<file path="src/sv/wsvs_pkg.sv">
// Package for the weighted smoothed virtual sensor core.
// Field widths, scale constant, register codes and shared control structs.
// No dependencies.
package wsvs_pkg;

    localparam int SENSOR_COUNT_DEF = 3;
    localparam int FIELD_COUNT      = 3;
    localparam int SCALE            = 1000;

    localparam int READING_W = 18;
    localparam int OFFSET_W  = 16;
    localparam int DIFF_W    = READING_W + 1;
    localparam int SMOOTH_W  = 20;
    localparam int FIELD_W   = 10;
    localparam int PACK_W    = FIELD_COUNT * FIELD_W;
    localparam int OUT_W     = 21;
    localparam int ACC_W     = 32;
    localparam int PROD_W    = FIELD_W + 1 + SMOOTH_W;
    localparam int FIELD_IDX_W = $clog2(FIELD_COUNT);

    localparam int S_TDATA_W = ((FIELD_COUNT * READING_W + 7) / 8) * 8;
    localparam int M_TDATA_W = ((OUT_W + 7) / 8) * 8;

    localparam int CFG_IDX_W  = 3;
    localparam int CFG_DATA_W = PACK_W;

    localparam logic [CFG_IDX_W-1:0] CFG_OFFSET_ZERO = 3'd0;
    localparam logic [CFG_IDX_W-1:0] CFG_OFFSET_ONE  = 3'd1;
    localparam logic [CFG_IDX_W-1:0] CFG_OFFSET_TWO  = 3'd2;
    localparam logic [CFG_IDX_W-1:0] CFG_ALPHA_PACK  = 3'd3;
    localparam logic [CFG_IDX_W-1:0] CFG_WEIGHT_PACK = 3'd4;

    localparam logic [PACK_W-1:0] ALPHA_PACK_RST  = 30'd1049601000;
    localparam logic [PACK_W-1:0] WEIGHT_PACK_RST = 30'd349517133;

    localparam logic signed [ACC_W-1:0] OUT_MAX = ACC_W'((64'sd1 <<< (OUT_W - 1)) - 1);
    localparam logic signed [ACC_W-1:0] OUT_MIN = ACC_W'(-(64'sd1 <<< (OUT_W - 1)));

    typedef struct packed {
        logic [FIELD_COUNT-1:0][OFFSET_W-1:0] offset;
        logic [FIELD_COUNT-1:0][FIELD_W-1:0]  alpha;
        logic [FIELD_COUNT-1:0][FIELD_W-1:0]  weight;
    } cfg_t;

    typedef struct packed {
        logic clear;
        logic en;
    } mac_ctrl_t;

    typedef struct packed {
        logic busy;
        logic done;
    } div_stat_t;

endpackage

</file>
<file path="src/sv/wsvs_cfg.sv">
// Configuration register file: offsets, saturated alphas and weights.
// Depends on wsvs_pkg.
module wsvs_cfg (
    input  logic                           aclk,
    input  logic                           aresetn,
    input  logic                           cfg_we,
    input  logic [wsvs_pkg::CFG_IDX_W-1:0]  cfg_index,
    input  logic [wsvs_pkg::CFG_DATA_W-1:0] cfg_wdata,
    output wsvs_pkg::cfg_t                 cfg
);
    import wsvs_pkg::*;

    logic [FIELD_COUNT-1:0][OFFSET_W-1:0] offset_reg;
    logic [PACK_W-1:0]                    alpha_pack_reg;
    logic [PACK_W-1:0]                    weight_pack_reg;

    always_ff @(posedge aclk) begin
        if (!aresetn) begin
            offset_reg      <= '0;
            alpha_pack_reg  <= ALPHA_PACK_RST;
            weight_pack_reg <= WEIGHT_PACK_RST;
        end else if (cfg_we) begin
            unique case (cfg_index)
                CFG_OFFSET_ZERO: offset_reg[0] <= cfg_wdata[OFFSET_W-1:0];
                CFG_OFFSET_ONE:  offset_reg[1] <= cfg_wdata[OFFSET_W-1:0];
                CFG_OFFSET_TWO:  offset_reg[2] <= cfg_wdata[OFFSET_W-1:0];
                CFG_ALPHA_PACK:  alpha_pack_reg <= cfg_wdata[PACK_W-1:0];
                CFG_WEIGHT_PACK: weight_pack_reg <= cfg_wdata[PACK_W-1:0];
                default: ;
            endcase
        end
    end

    always_comb begin
        cfg.offset = offset_reg;
        for (int i = 0; i < FIELD_COUNT; i++) begin
            cfg.weight[i] = weight_pack_reg[i*FIELD_W +: FIELD_W];
            if (alpha_pack_reg[i*FIELD_W +: FIELD_W] > FIELD_W'(SCALE)) begin
                cfg.alpha[i] = FIELD_W'(SCALE);
            end else begin
                cfg.alpha[i] = alpha_pack_reg[i*FIELD_W +: FIELD_W];
            end
        end
    end

endmodule

</file>
<file path="src/sv/wsvs_mac.sv">
// Shared multiply-accumulate unit: unsigned coefficient times signed operand.
// Depends on wsvs_pkg.
module wsvs_mac (
    input  logic                                aclk,
    input  wsvs_pkg::mac_ctrl_t                 ctrl,
    input  logic [wsvs_pkg::FIELD_W-1:0]         coef,
    input  logic signed [wsvs_pkg::SMOOTH_W-1:0] operand,
    output logic signed [wsvs_pkg::ACC_W-1:0]    acc
);
    import wsvs_pkg::*;

    logic signed [ACC_W-1:0]  acc_reg;
    logic signed [ACC_W-1:0]  acc_next;
    logic signed [PROD_W-1:0] prod;

    always_comb begin
        prod = $signed({1'b0, coef}) * operand;
        acc_next = acc_reg;
        if (ctrl.clear) begin
            acc_next = '0;
        end else if (ctrl.en) begin
            acc_next = acc_reg + {{(ACC_W-PROD_W){prod[PROD_W-1]}}, prod};
        end
    end

    always_ff @(posedge aclk) begin
        acc_reg <= acc_next;
    end

    assign acc = acc_reg;

endmodule

</file>
<file path="src/sv/wsvs_div.sv">
// Signed divider by the scale constant, truncating toward zero: magnitude times a
// rounded-up reciprocal over three registered steps. Depends on wsvs_pkg.
module wsvs_div (
    input  logic                             aclk,
    input  logic                             aresetn,
    input  logic                             start,
    input  logic signed [wsvs_pkg::ACC_W-1:0] dividend,
    output wsvs_pkg::div_stat_t              stat,
    output logic signed [wsvs_pkg::ACC_W-1:0] quotient
);
    import wsvs_pkg::*;

    localparam int     MAG_W       = ACC_W - 1;
    localparam int     RECIP_SHIFT = 38;
    localparam int     RECIP_W     = 29;
    localparam int     MUL_W       = MAG_W + RECIP_W;
    localparam int     QUO_W       = MUL_W - RECIP_SHIFT;
    localparam longint RECIP_VAL   = ((64'sd1 <<< RECIP_SHIFT) + SCALE - 1) / SCALE;
    localparam logic [RECIP_W-1:0] RECIP = RECIP_W'(RECIP_VAL);

    logic                    mag_vld_reg, mag_vld_next;
    logic                    mul_vld_reg, mul_vld_next;
    logic                    done_reg, done_next;
    logic [MAG_W-1:0]        mag_reg, mag_next;
    logic                    neg_reg, neg_next;
    logic [MUL_W-1:0]        prod_reg, prod_next;
    logic signed [ACC_W-1:0] quo_reg, quo_next;
    logic signed [ACC_W-1:0] abs_val;
    logic signed [ACC_W-1:0] quo_mag;

    always_comb begin
        abs_val      = dividend[ACC_W-1] ? -dividend : dividend;
        quo_mag      = {{(ACC_W-QUO_W){1'b0}}, prod_reg[MUL_W-1:RECIP_SHIFT]};
        mag_vld_next = start;
        mul_vld_next = mag_vld_reg;
        done_next    = mul_vld_reg;
        mag_next     = mag_reg;
        neg_next     = neg_reg;
        prod_next    = prod_reg;
        quo_next     = quo_reg;
        if (start) begin
            mag_next = abs_val[MAG_W-1:0];
            neg_next = dividend[ACC_W-1];
        end
        if (mag_vld_reg) begin
            prod_next = MUL_W'(mag_reg) * MUL_W'(RECIP);
        end
        if (mul_vld_reg) begin
            quo_next = neg_reg ? -quo_mag : quo_mag;
        end
    end

    always_ff @(posedge aclk) begin
        if (!aresetn) begin
            mag_vld_reg <= 1'b0;
            mul_vld_reg <= 1'b0;
            done_reg    <= 1'b0;
        end else begin
            mag_vld_reg <= mag_vld_next;
            mul_vld_reg <= mul_vld_next;
            done_reg    <= done_next;
        end
    end

    always_ff @(posedge aclk) begin
        mag_reg  <= mag_next;
        neg_reg  <= neg_next;
        prod_reg <= prod_next;
        quo_reg  <= quo_next;
    end

    assign quotient  = quo_reg;
    assign stat.busy = mag_vld_reg | mul_vld_reg;
    assign stat.done = done_reg;

endmodule

</file>
<file path="src/sv/weighted_smoothed_virtual_sensor_core.sv">
// Top level of the weighted smoothed virtual sensor: sequencer, state, handshakes.
// Depends on wsvs_pkg, wsvs_cfg, wsvs_mac and wsvs_div.
//
//   channel  | direction | payload
//   ---------+-----------+---------------------------------------------
//   s_       | in        | reading_zero, reading_one, reading_two
//   m_       | out       | fused_temp
//   cfg_     | in        | register index and write data, no read-back
//
// Each sensor whose average is nonzero takes two MAC passes and a divide; one
// whose average is zero loads its offset-corrected reading directly. Fusion then
// weights the ACTIVE averages in the MAC and divides by 1000 through the same
// three-step reciprocal divider before the result is posted.
// s_tready is high only between items; a result held in the output register
// while m_tready is low lets the next item start, which then waits to post.
// Reset is synchronous, active low, and clears the averages to zero.
module weighted_smoothed_virtual_sensor_core #(
    parameter int SENSOR_COUNT = wsvs_pkg::SENSOR_COUNT_DEF
) (
    input  logic                            aclk,
    input  logic                            aresetn,
    input  logic                            s_tvalid,
    output logic                            s_tready,
    // reading_zero, reading_one, reading_two
    input  logic [wsvs_pkg::S_TDATA_W-1:0]  s_tdata,
    output logic                            m_tvalid,
    input  logic                            m_tready,
    // fused_temp
    output logic [wsvs_pkg::M_TDATA_W-1:0]  m_tdata,
    input  logic                            cfg_we,
    input  logic [wsvs_pkg::CFG_IDX_W-1:0]  cfg_index,
    input  logic [wsvs_pkg::CFG_DATA_W-1:0] cfg_wdata
);
    import wsvs_pkg::*;

    localparam int ACTIVE = (SENSOR_COUNT < FIELD_COUNT) ? SENSOR_COUNT : FIELD_COUNT;
    localparam int IDX_W  = (ACTIVE > 1) ? $clog2(ACTIVE) : 1;

    typedef enum logic [5:0] {
        ST_IDLE = 6'b000001,
        ST_PREP = 6'b000010,
        ST_MAC  = 6'b000100,
        ST_DIV  = 6'b001000,
        ST_WAIT = 6'b010000,
        ST_OUT  = 6'b100000
    } state_t;

    state_t                     state_reg, state_next;
    logic [IDX_W-1:0]           idx_reg, idx_next;
    logic [IDX_W-1:0]           step_reg, step_next;
    logic                       fused_reg, fused_next;
    logic signed [SMOOTH_W-1:0] smooth_reg [ACTIVE];
    logic signed [SMOOTH_W-1:0] smooth_next [ACTIVE];
    logic [READING_W-1:0]       reading_reg [ACTIVE];
    logic                       m_valid_reg, m_valid_next;
    logic [OUT_W-1:0]           out_data_reg, out_data_next;

    cfg_t                       cfg;
    mac_ctrl_t                  mac_ctrl;
    div_stat_t                  div_stat;
    logic [FIELD_W-1:0]         coef;
    logic signed [SMOOTH_W-1:0] operand;
    logic signed [ACC_W-1:0]    acc;
    logic signed [ACC_W-1:0]    quotient;
    logic                       div_start;

    logic [IDX_W-1:0]           op_sel;
    logic [FIELD_IDX_W-1:0]     fsel;
    logic [FIELD_IDX_W-1:0]     isel;
    logic signed [SMOOTH_W-1:0] op_val;
    logic signed [DIFF_W-1:0]   diff;
    logic signed [SMOOTH_W-1:0] diff_ext;
    logic                       idx_last;
    logic                       mac_last;
    logic [OUT_W-1:0]           sat_val;
    logic                       s_accept;

    wsvs_cfg u_cfg (
        .aclk      (aclk),
        .aresetn   (aresetn),
        .cfg_we    (cfg_we),
        .cfg_index (cfg_index),
        .cfg_wdata (cfg_wdata),
        .cfg       (cfg)
    );

    wsvs_mac u_mac (
        .aclk    (aclk),
        .ctrl    (mac_ctrl),
        .coef    (coef),
        .operand (operand),
        .acc     (acc)
    );

    wsvs_div u_div (
        .aclk     (aclk),
        .aresetn  (aresetn),
        .start    (div_start),
        .dividend (acc),
        .stat     (div_stat),
        .quotient (quotient)
    );

    assign s_tready = (state_reg == ST_IDLE);
    assign s_accept = s_tvalid && s_tready;

    always_comb begin
        op_sel   = fused_reg ? step_reg : idx_reg;
        fsel     = FIELD_IDX_W'(op_sel);
        isel     = FIELD_IDX_W'(idx_reg);
        op_val   = smooth_reg[op_sel];
        diff     = $signed({reading_reg[idx_reg][READING_W-1], reading_reg[idx_reg]})
                 - $signed({{(DIFF_W-OFFSET_W){cfg.offset[isel][OFFSET_W-1]}},
                            cfg.offset[isel]});
        diff_ext = {{(SMOOTH_W-DIFF_W){diff[DIFF_W-1]}}, diff};
        idx_last = (idx_reg == IDX_W'(ACTIVE - 1));

        if (quotient > OUT_MAX) begin
            sat_val = OUT_MAX[OUT_W-1:0];
        end else if (quotient < OUT_MIN) begin
            sat_val = OUT_MIN[OUT_W-1:0];
        end else begin
            sat_val = quotient[OUT_W-1:0];
        end

        state_next    = state_reg;
        idx_next      = idx_reg;
        step_next     = step_reg;
        fused_next    = fused_reg;
        smooth_next   = smooth_reg;
        out_data_next = out_data_reg;
        m_valid_next  = m_valid_reg && !m_tready;
        mac_ctrl.clear = (state_reg != ST_MAC);
        mac_ctrl.en    = 1'b0;
        div_start      = 1'b0;
        coef           = cfg.alpha[isel];
        operand        = diff_ext;
        mac_last       = 1'b0;

        unique case (state_reg)
            ST_IDLE: begin
                if (s_tvalid) begin
                    idx_next   = '0;
                    fused_next = 1'b0;
                    state_next = ST_PREP;
                end
            end
            ST_PREP: begin
                step_next = '0;
                if (op_val == '0) begin
                    smooth_next[idx_reg] = diff_ext;
                    if (idx_last) begin
                        fused_next = 1'b1;
                        state_next = ST_MAC;
                    end else begin
                        idx_next = idx_reg + 1'b1;
                    end
                end else begin
                    state_next = ST_MAC;
                end
            end
            ST_MAC: begin
                mac_ctrl.en = 1'b1;
                if (fused_reg) begin
                    coef     = cfg.weight[fsel];
                    operand  = op_val;
                    mac_last = (step_reg == IDX_W'(ACTIVE - 1));
                end else if (step_reg != '0) begin
                    coef     = FIELD_W'(SCALE) - cfg.alpha[isel];
                    operand  = op_val;
                    mac_last = 1'b1;
                end
                if (mac_last) begin
                    state_next = ST_DIV;
                end else begin
                    step_next = step_reg + 1'b1;
                end
            end
            ST_DIV: begin
                div_start  = 1'b1;
                state_next = ST_WAIT;
            end
            ST_WAIT: begin
                if (div_stat.done) begin
                    if (fused_reg) begin
                        state_next = ST_OUT;
                    end else begin
                        smooth_next[idx_reg] = quotient[SMOOTH_W-1:0];
                        step_next = '0;
                        if (idx_last) begin
                            fused_next = 1'b1;
                            state_next = ST_MAC;
                        end else begin
                            idx_next   = idx_reg + 1'b1;
                            state_next = ST_PREP;
                        end
                    end
                end
            end
            ST_OUT: begin
                if (!m_valid_reg || m_tready) begin
                    out_data_next = sat_val;
                    m_valid_next  = 1'b1;
                    state_next    = ST_IDLE;
                end
            end
            default: state_next = ST_IDLE;
        endcase
    end

    always_ff @(posedge aclk) begin
        if (!aresetn) begin
            state_reg   <= ST_IDLE;
            idx_reg     <= '0;
            step_reg    <= '0;
            fused_reg   <= 1'b0;
            m_valid_reg <= 1'b0;
            for (int i = 0; i < ACTIVE; i++) begin
                smooth_reg[i] <= '0;
            end
        end else begin
            state_reg   <= state_next;
            idx_reg     <= idx_next;
            step_reg    <= step_next;
            fused_reg   <= fused_next;
            m_valid_reg <= m_valid_next;
            smooth_reg  <= smooth_next;
        end
    end

    always_ff @(posedge aclk) begin
        out_data_reg <= out_data_next;
        if (s_accept) begin
            for (int i = 0; i < ACTIVE; i++) begin
                reading_reg[i] <= s_tdata[i*READING_W +: READING_W];
            end
        end
    end

    assign m_tvalid = m_valid_reg;
    assign m_tdata  = {{(M_TDATA_W-OUT_W){1'b0}}, out_data_reg};

endmodule

</file>
<file path="config.mk">
export PLATFORM = sky130hd
export DESIGN_NAME = weighted_smoothed_virtual_sensor_core
export DESIGN_NICKNAME = d
export VERILOG_FILES = /design/src/sv/wsvs_pkg.sv /design/src/sv/wsvs_cfg.sv /design/src/sv/wsvs_mac.sv /design/src/sv/wsvs_div.sv /design/src/sv/weighted_smoothed_virtual_sensor_core.sv
export SDC_FILE = /design/constraint.sdc
export NUM_CORES = 2
export LEC_CHECK = 0
export ABC_AREA = 1
export BUFFER_PORTS_ARGS = -buffer_cell sky130_fd_sc_hd__buf_2
export CORE_UTILIZATION = 60
export CTS_CLUSTER_DIAMETER = 200
export DETAILED_ROUTE_END_ITERATION = 8
export GPL_TIMING_DRIVEN = 0
export PLACE_DENSITY = 0.83
export SLEW_MARGIN = 10
export SYNTH_ARGS = -nofsm -noshare
export SYNTH_HDL_FRONTEND = slang
export SYNTH_SLANG_ARGS = --single-unit
export TNS_END_PERCENT = 1
</file>
<file path="constraint.sdc">
create_clock -name aclk -period 10.4 [get_ports aclk]
set_clock_uncertainty 0.1 [all_clocks]
set_input_delay 1.56 -clock aclk [delete_from_list [all_inputs] [get_ports aclk]]
set_output_delay 1.56 -clock aclk [all_outputs]
set_load 0.1 [all_outputs]
</file>
[Word level (Yosys, flattened, before mapping)]
Memory sizes are Yosys's and may differ from the RTL's. A register that Yosys moved wholly into a read port is not among the register bits.
Index checks and enable logic that the tools add are counted.
Word-level totals
  register bits after elaboration: 360
  bits in writable memories: 54
  input port bits: 94
  output and inout port bits: 26
  logic and storage cells: 157
  memories: 1
Cells by class
  $add $sub $neg: 7
  $mul: 2
  magnitude comparators: 10
  equality and inequality tests: 22
  mux-type cells: 67
  bitwise logic cells: 2
  reduce and logical (&&, ||, !) cells: 23
Memories
  reading_reg: depth 3, bits a word 18, read ports 1, clocked after memory_dff 1, wr ports 3, RTL line weighted_smoothed_virtual_sensor_core.sv:54  | logic [READING_W-1:0] reading_reg [ACTIVE];
Operators by type and width (number)
  60-bit two-way mux: 3
  60-bit bitwise mux: 2
  20-bit two-way mux: 6
  60-bit case mux with 2 select lines: 1
  10-bit two-way mux: 8
  31-bit by 29-bit multiplier with 60-bit output (second input constant): 1
  6-bit two-way mux: 7
  10-bit binary-select mux with 2-bit select: 2
  20-bit binary-select mux with 2-bit select: 1
  20-bit demux with 2-bit select: 1
  6-bit case mux with 6 select lines: 1
  32-bit adder: 1
  16-bit binary-select mux with 2-bit select: 1
  32-bit by 21-bit greater-than comparator with 1-bit output (second input constant): 1
  32-bit by 21-bit less-than comparator with 1-bit output (second input constant): 1
  22-bit negation with 32-bit output: 1
  11-bit by 20-bit multiplier with 31-bit output: 1
  31-bit two-way mux: 1
  31-bit negation: 1
  10-bit greater-than comparator (second input constant): 3
  2-bit two-way mux: 11
  22-bit two-way mux: 1
  21-bit two-way mux: 1
  20-bit logical NOT: 1
  35 further kinds: 75

[Depth between registers and ports, before layout]
  depth after elaboration: 10
  depth in mapped cells: 52
  depth with buffers taken out: 52

[Hierarchy]
Synthesis repeated with hierarchy kept, for this count alone.
Second synthesis, totals
  cell total of the unflattened synthesis: 6131
  area, all modules: 45454.8 sq um
Modules (own cells, without submodules)
  wsvs_div: instances 1, cells an instance 2548, area an instance 20598.5 sq um, sequential area each 2642.5 sq um
  wsvs_mac: instances 1, cells an instance 1593, area an instance 11066.9 sq um, sequential area each 640.6 sq um
  weighted_smoothed_virtual_sensor_core: instances 1, cells an instance 1391, area an instance 9519.1 sq um, sequential area each 3733.6 sq um
  wsvs_cfg: instances 1, cells an instance 599, area an instance 4270.3 sq um, sequential area each 2162.1 sq um

[Worst setup path before layout]
Ideal clock, no wire load.
  kind: flip-flop to flip-flop
  start: register idx_reg[0]
  end: register u_mac.acc_reg[31], in the netlist u_mac.acc[31]
  library setup time: 0.128 ns
  data arrival time: 8.666 ns
  required time: 10.172 ns
  path slack: 1.506 ns
  stages on the path, launching flop included: 53
  buffers on the path: 4
  clock period less this slack: 8.894 ns
  cells stage by stage: dfxtp_1 > buf_4 > inv_2 > clkbuf_1 > clkbuf_1 > clkbuf_1 > nor2_1 > o21ai_0 > ha_1 > inv_1 > fa_1 > nand3_1 > nand2_1 > a21oi_1 > o21ai_0 > inv_1 > o21bai_1 > nand2_1 > (+17 left out) > nand3_1 > nand3_1 > nand2_1 > nand2_1 > nand2_1 > xor2_1 > ha_1 > nand2_1 > inv_1 > nand3_1 > nor3_1 > nand4_1 > nand2_1 > nand2_1 > nand2_1 > nand2_1 > nand2_1 > nor2_1
On the way
  word-level cells in the longest chain between the ends: 10
  elaborated cells between the ends (all ways): 21
  classes of those cells: add/sub (3); mul (1); mux (16); bitwise (1)
RTL lines
  start: declaration: RTL line weighted_smoothed_virtual_sensor_core.sv:49  | logic [IDX_W-1:0] idx_reg, idx_next;
  start signal: assignment: RTL line weighted_smoothed_virtual_sensor_core.sv:223  | idx_reg <= idx_next;
  parallel branches: the longest is 8 deep, another holds 18-bit by 16-bit subtractor with 19-bit output
  11-bit by 20-bit multiplier with 31-bit output (*): RTL line wsvs_mac.sv:17  | prod = $signed({1'b0, coef}) * operand;
  32-bit adder (*): RTL line wsvs_mac.sv:22  | acc_next = acc_reg + {{(ACC_W-PROD_W){prod[PROD_W-1]}}, prod};
  end signal: assignment: RTL line wsvs_mac.sv:27  | acc_reg <= acc_next;
  end: declaration: RTL line wsvs_mac.sv:12  | logic signed [ACC_W-1:0] acc_reg;
Mark *: on every way between the ends. The select of a mux whose other input is x is not followed.
A chain may end at the register's enable or synchronous reset.

[Final worst setup path]
Same ends and word-level chain as after synthesis.

==> metrics.md <==
| Metric | Value |
|---|---|
| Antenna diode count | 0 |
| PortBufs | roughly 110 |
| Yosys cell types | 59 |
| Inst Count DP | approximately 5,800 |
| GR Overflow Total | 0 |
| # rows | 94 |
| Clk slew on worst S/H paths | about 0.070 ns |
| Crit path max-delay cell type | fa_1 |
| Inserted Clock Buffers | roughly 40 |
| DP HPWL | about 96,000 um |
| Critical Path RT | approximately 11 ns |
| Worst flop-to-flop path endpoint | u_mac.acc[31] |
| Peak per-stage delay on the critical path | 0.54 ns |
| Initial Util | 0.610 |
| Drt first pass iters | 6 |
| Crit path time final | just under 10 ns |
| Area leader, netlist | fa_1 |
| Largest net degree at the start of global routing | 34 |
| CP dominant cell by count | nand2_1 |
| Period utilization | 0.955 |
| Die width | around 260 um |
| Layout cells sized above 1 | 0.0652 |
| Ys flop type | dfxtp_1 |
| Multi-input combinational cell area | between 0.02 and 0.03 mm2 |
| Post-synth top area share | 0.231 |
| Launching point of the worst reg2reg path | idx_reg[0] |
| Post-synthesis sequential element count | 378 |
| Via total after detailed routing | roughly 34,000 |
| Setup CP Type | reg -> reg |
| Die Ht | around 260 um |
| Largest cells by area after synthesis | fa_1, ha_1, edfxtp_1 |
| Main combinational cell family by area after synthesis | adder cells |
| Worst Path Max Fanout | 12 |
| Top-Level Pins | 120 |
| Synthesized area | between 0.04 and 0.05 mm2 |
| Sequential standard cell area | 0.00918 mm2 |
| Core area | roughly 0.066 mm2 |
| Cells on worst reg2reg path | 48 |
| Iter 0 DRT Violations | 2,886 |
| DRT antenna net count | 0 |
| Clock sink total | ~380 |
| Residual DRC | 0 |
| Adder-cell area share of the yosys netlist | 0.388 |
| Max_cap viols | 0 |
| Placed Area | about 0.042 mm2 |
| Rel. slew slack | 0.257 |
| Post-route cell area | around 0.044 mm2 |
| Worst setup SP type | flip-flop |
| Vias in the first global route | roughly 34,000 |
| Post-DR wirelength/cell | about 20 um |
| Clock Latency Late Sink | about 0.60 ns |
| R2r setup slk | about 0.46 ns |
| Final slew viol count | 0 |
| GRT Total Usage | 0.351 |
| Finished Layout Cells | between 5,000 and 6,000 |
| Mapped Cells | slightly below 5,000 |
| CTS root buf | clkbuf_16 |
| Yosys warns | 0 |
| Fill count | approximately 5,400 |
| Final Setup Violations | 0 |
| Drt total wl | around 120,000 um |
| Synth Area in Compound Gates | 0.113 |
| Synth Area in Simple Gates | 0.146 |
| H-tree levels | 2 |
| Commonest cells in the netlist | inv_1, nand2_1, nor2_1 |
| Most numerous cell in the Yosys netlist | inv_1 |
| Register area share after synthesis | 0.227 |
| Critical Path End Type | flip-flop |
| Area grow syn2layout | 8.74% |
| Worst-Margin Slew | about 1.1 ns |
| GPL Wtd Cong | roughly 1.0 |
| EDFF count, synth | 161 |
| End of the critical path | u_mac.acc[31] |
| Area of the die | 0.0684 mm2 |
| Post-Syn Area per Cell | 8.38 um2 |
| Asr flop ratio synth | 0 |
| CTS Buffer Depth | 3 |
| Largest register FFs | 60 |
| Vias per cell | between 5 and 6 |
| Synth Area in XOR/XNOR | 0.0247 |
| Final Hold Fails | 0 |
| CTS tree | done |
| Crit path DAT | just over 10 ns |
| Status | finished clean |
| Hold Crit Class | reg -> reg |
| Post-CTS Hold Buffers | 0 |
| Post-layout util | 0.664 |
| Initial antenna violation count | 0 |
| Max Clk Rate | slightly above 100 MHz |
| Worst setup startpoint | idx_reg[0] |
| First-pass GRT wire length | between 150,000 and 200,000 um |
| Mux share of post-synthesis cell area | 0 |
| Nets@finish | 6,062 |
[worst min path at each step]
stage | slack [ns] | start | depth (start not counted) | end
after floorplan | 0.32 | smooth_reg[20] | 2 | smooth_reg[20]
after global placement | 0.33 | u_div.prod_reg[38] | 0 | u_div.quotient[0]
after detailed placement | 0.34 | u_div.prod_reg[38] | 0 | u_div.quotient[0]
after CTS | 0.35 | smooth_reg[2] | 2 | smooth_reg[2]
after global routing | 0.37 | smooth_reg[7] | 2 | smooth_reg[7]
final | 0.35 | u_div.prod_reg[38] | 0 | u_div.quotient[0]
[cell type report]
cell class	count	share of cell area
clock inverters	24	0.00578
flip-flops and latches	378	0.209
well taps	864	0.0246
inverters	960	0.0823
repair buffers	131	0.0168
multi-input cells	3372	0.624
clock buffers	52	0.0257
plain buffers	111	0.0120
[metrics by stage]
stage	hold slack, ns	TNS (ns)	setup WS [ns]
floorplan	0.324	0	1.51
global placement	0.334	-6.41	-0.758
detailed placement	0.341	-6.52	-0.769
CTS	0.351	0	0.0466
global route	0.371	-0.0487	-0.0487
finish	0.351	0	0.464
[what timing repair did]
| item | 4_1_cts | 5_1_grt |
|---|---|---|
| resized for setup | 26 | 68 |
| endpoints found under the setup margin | 18 | 17 |
| setup buffers | 2 | 8 |
| pin swaps | 2 | 4 |
[critical path, delay by kind of cell, from the launching register on]
kind	cells	cell delay (ns)
XOR/XNOR	2	0.51
adder cells (fa/ha/maj)	8	3.54
flip-flops	1	0.35
AND/OR/NAND/NOR	22	2.47
AO/OA/AOI/OAI	6	1.26
buffers and inverters	10	1.49
[cells in the final DEF, fill, tap and decap left out, drive strengths merged, types with 4 or more instances in the layout]
cell type | synthesis | layout
nor4 | 15 | 15
a21o | 22 | 22
clkbuf | 79 | 127
xnor2 | 38 | 38
a31oi | 33 | 33
a2bb2oi | 15 | 15
o21ai | 340 | 340
o21a | 20 | 20
or2 | 12 | 12
clkinvlp | 0 | 6
buf | 34 | 167
dfxtp | 217 | 217
a21boi | 4 | 4
a211oi | 4 | 4
a21oi | 339 | 339
clkinv | 7 | 22
ha | 507 | 507
xor2 | 76 | 76
fa | 466 | 466
nand3 | 138 | 138
nand4 | 20 | 20
o31ai | 4 | 4
nor2 | 520 | 520
inv | 953 | 953
o221ai | 4 | 4
edfxtp | 161 | 161
o211ai | 18 | 18
nor3 | 30 | 30
nand2 | 707 | 707
o21bai | 14 | 14
[kinds of logic (layout without fill, tap and decap cells)]
| family | count (synthesis) | count (layout) |
|---|---|---|
| and+or+nand+nor | 1452 | 1452 |
| adders and majority gates | 973 | 973 |
| other | 1 | 3 |
| buffers and inverters | 1073 | 1278 |
| AOI/OAI and AO/OA | 830 | 830 |
| xor gates and xnor gates | 114 | 114 |
| DFF | 378 | 378 |
[per-layer routing]
| metal | vias to the layer above | track usage | part of all wire |
|---|---|---|---|
| met4 | 0 | 0.217 | 0.073 |
| met1 | 16235 | 0.433 | 0.38 |
| met2 | 1532 | 0.578 | 0.46 |
| met3 | 457 | 0.0568 | 0.081 |
| met5 | - | 0 | 0 |
| li1 | 15747 | - | - |
Power is left out: the tool's default activity adds up to more than one toggle a clock period on the data nets, which glitch-free logic cannot reach.
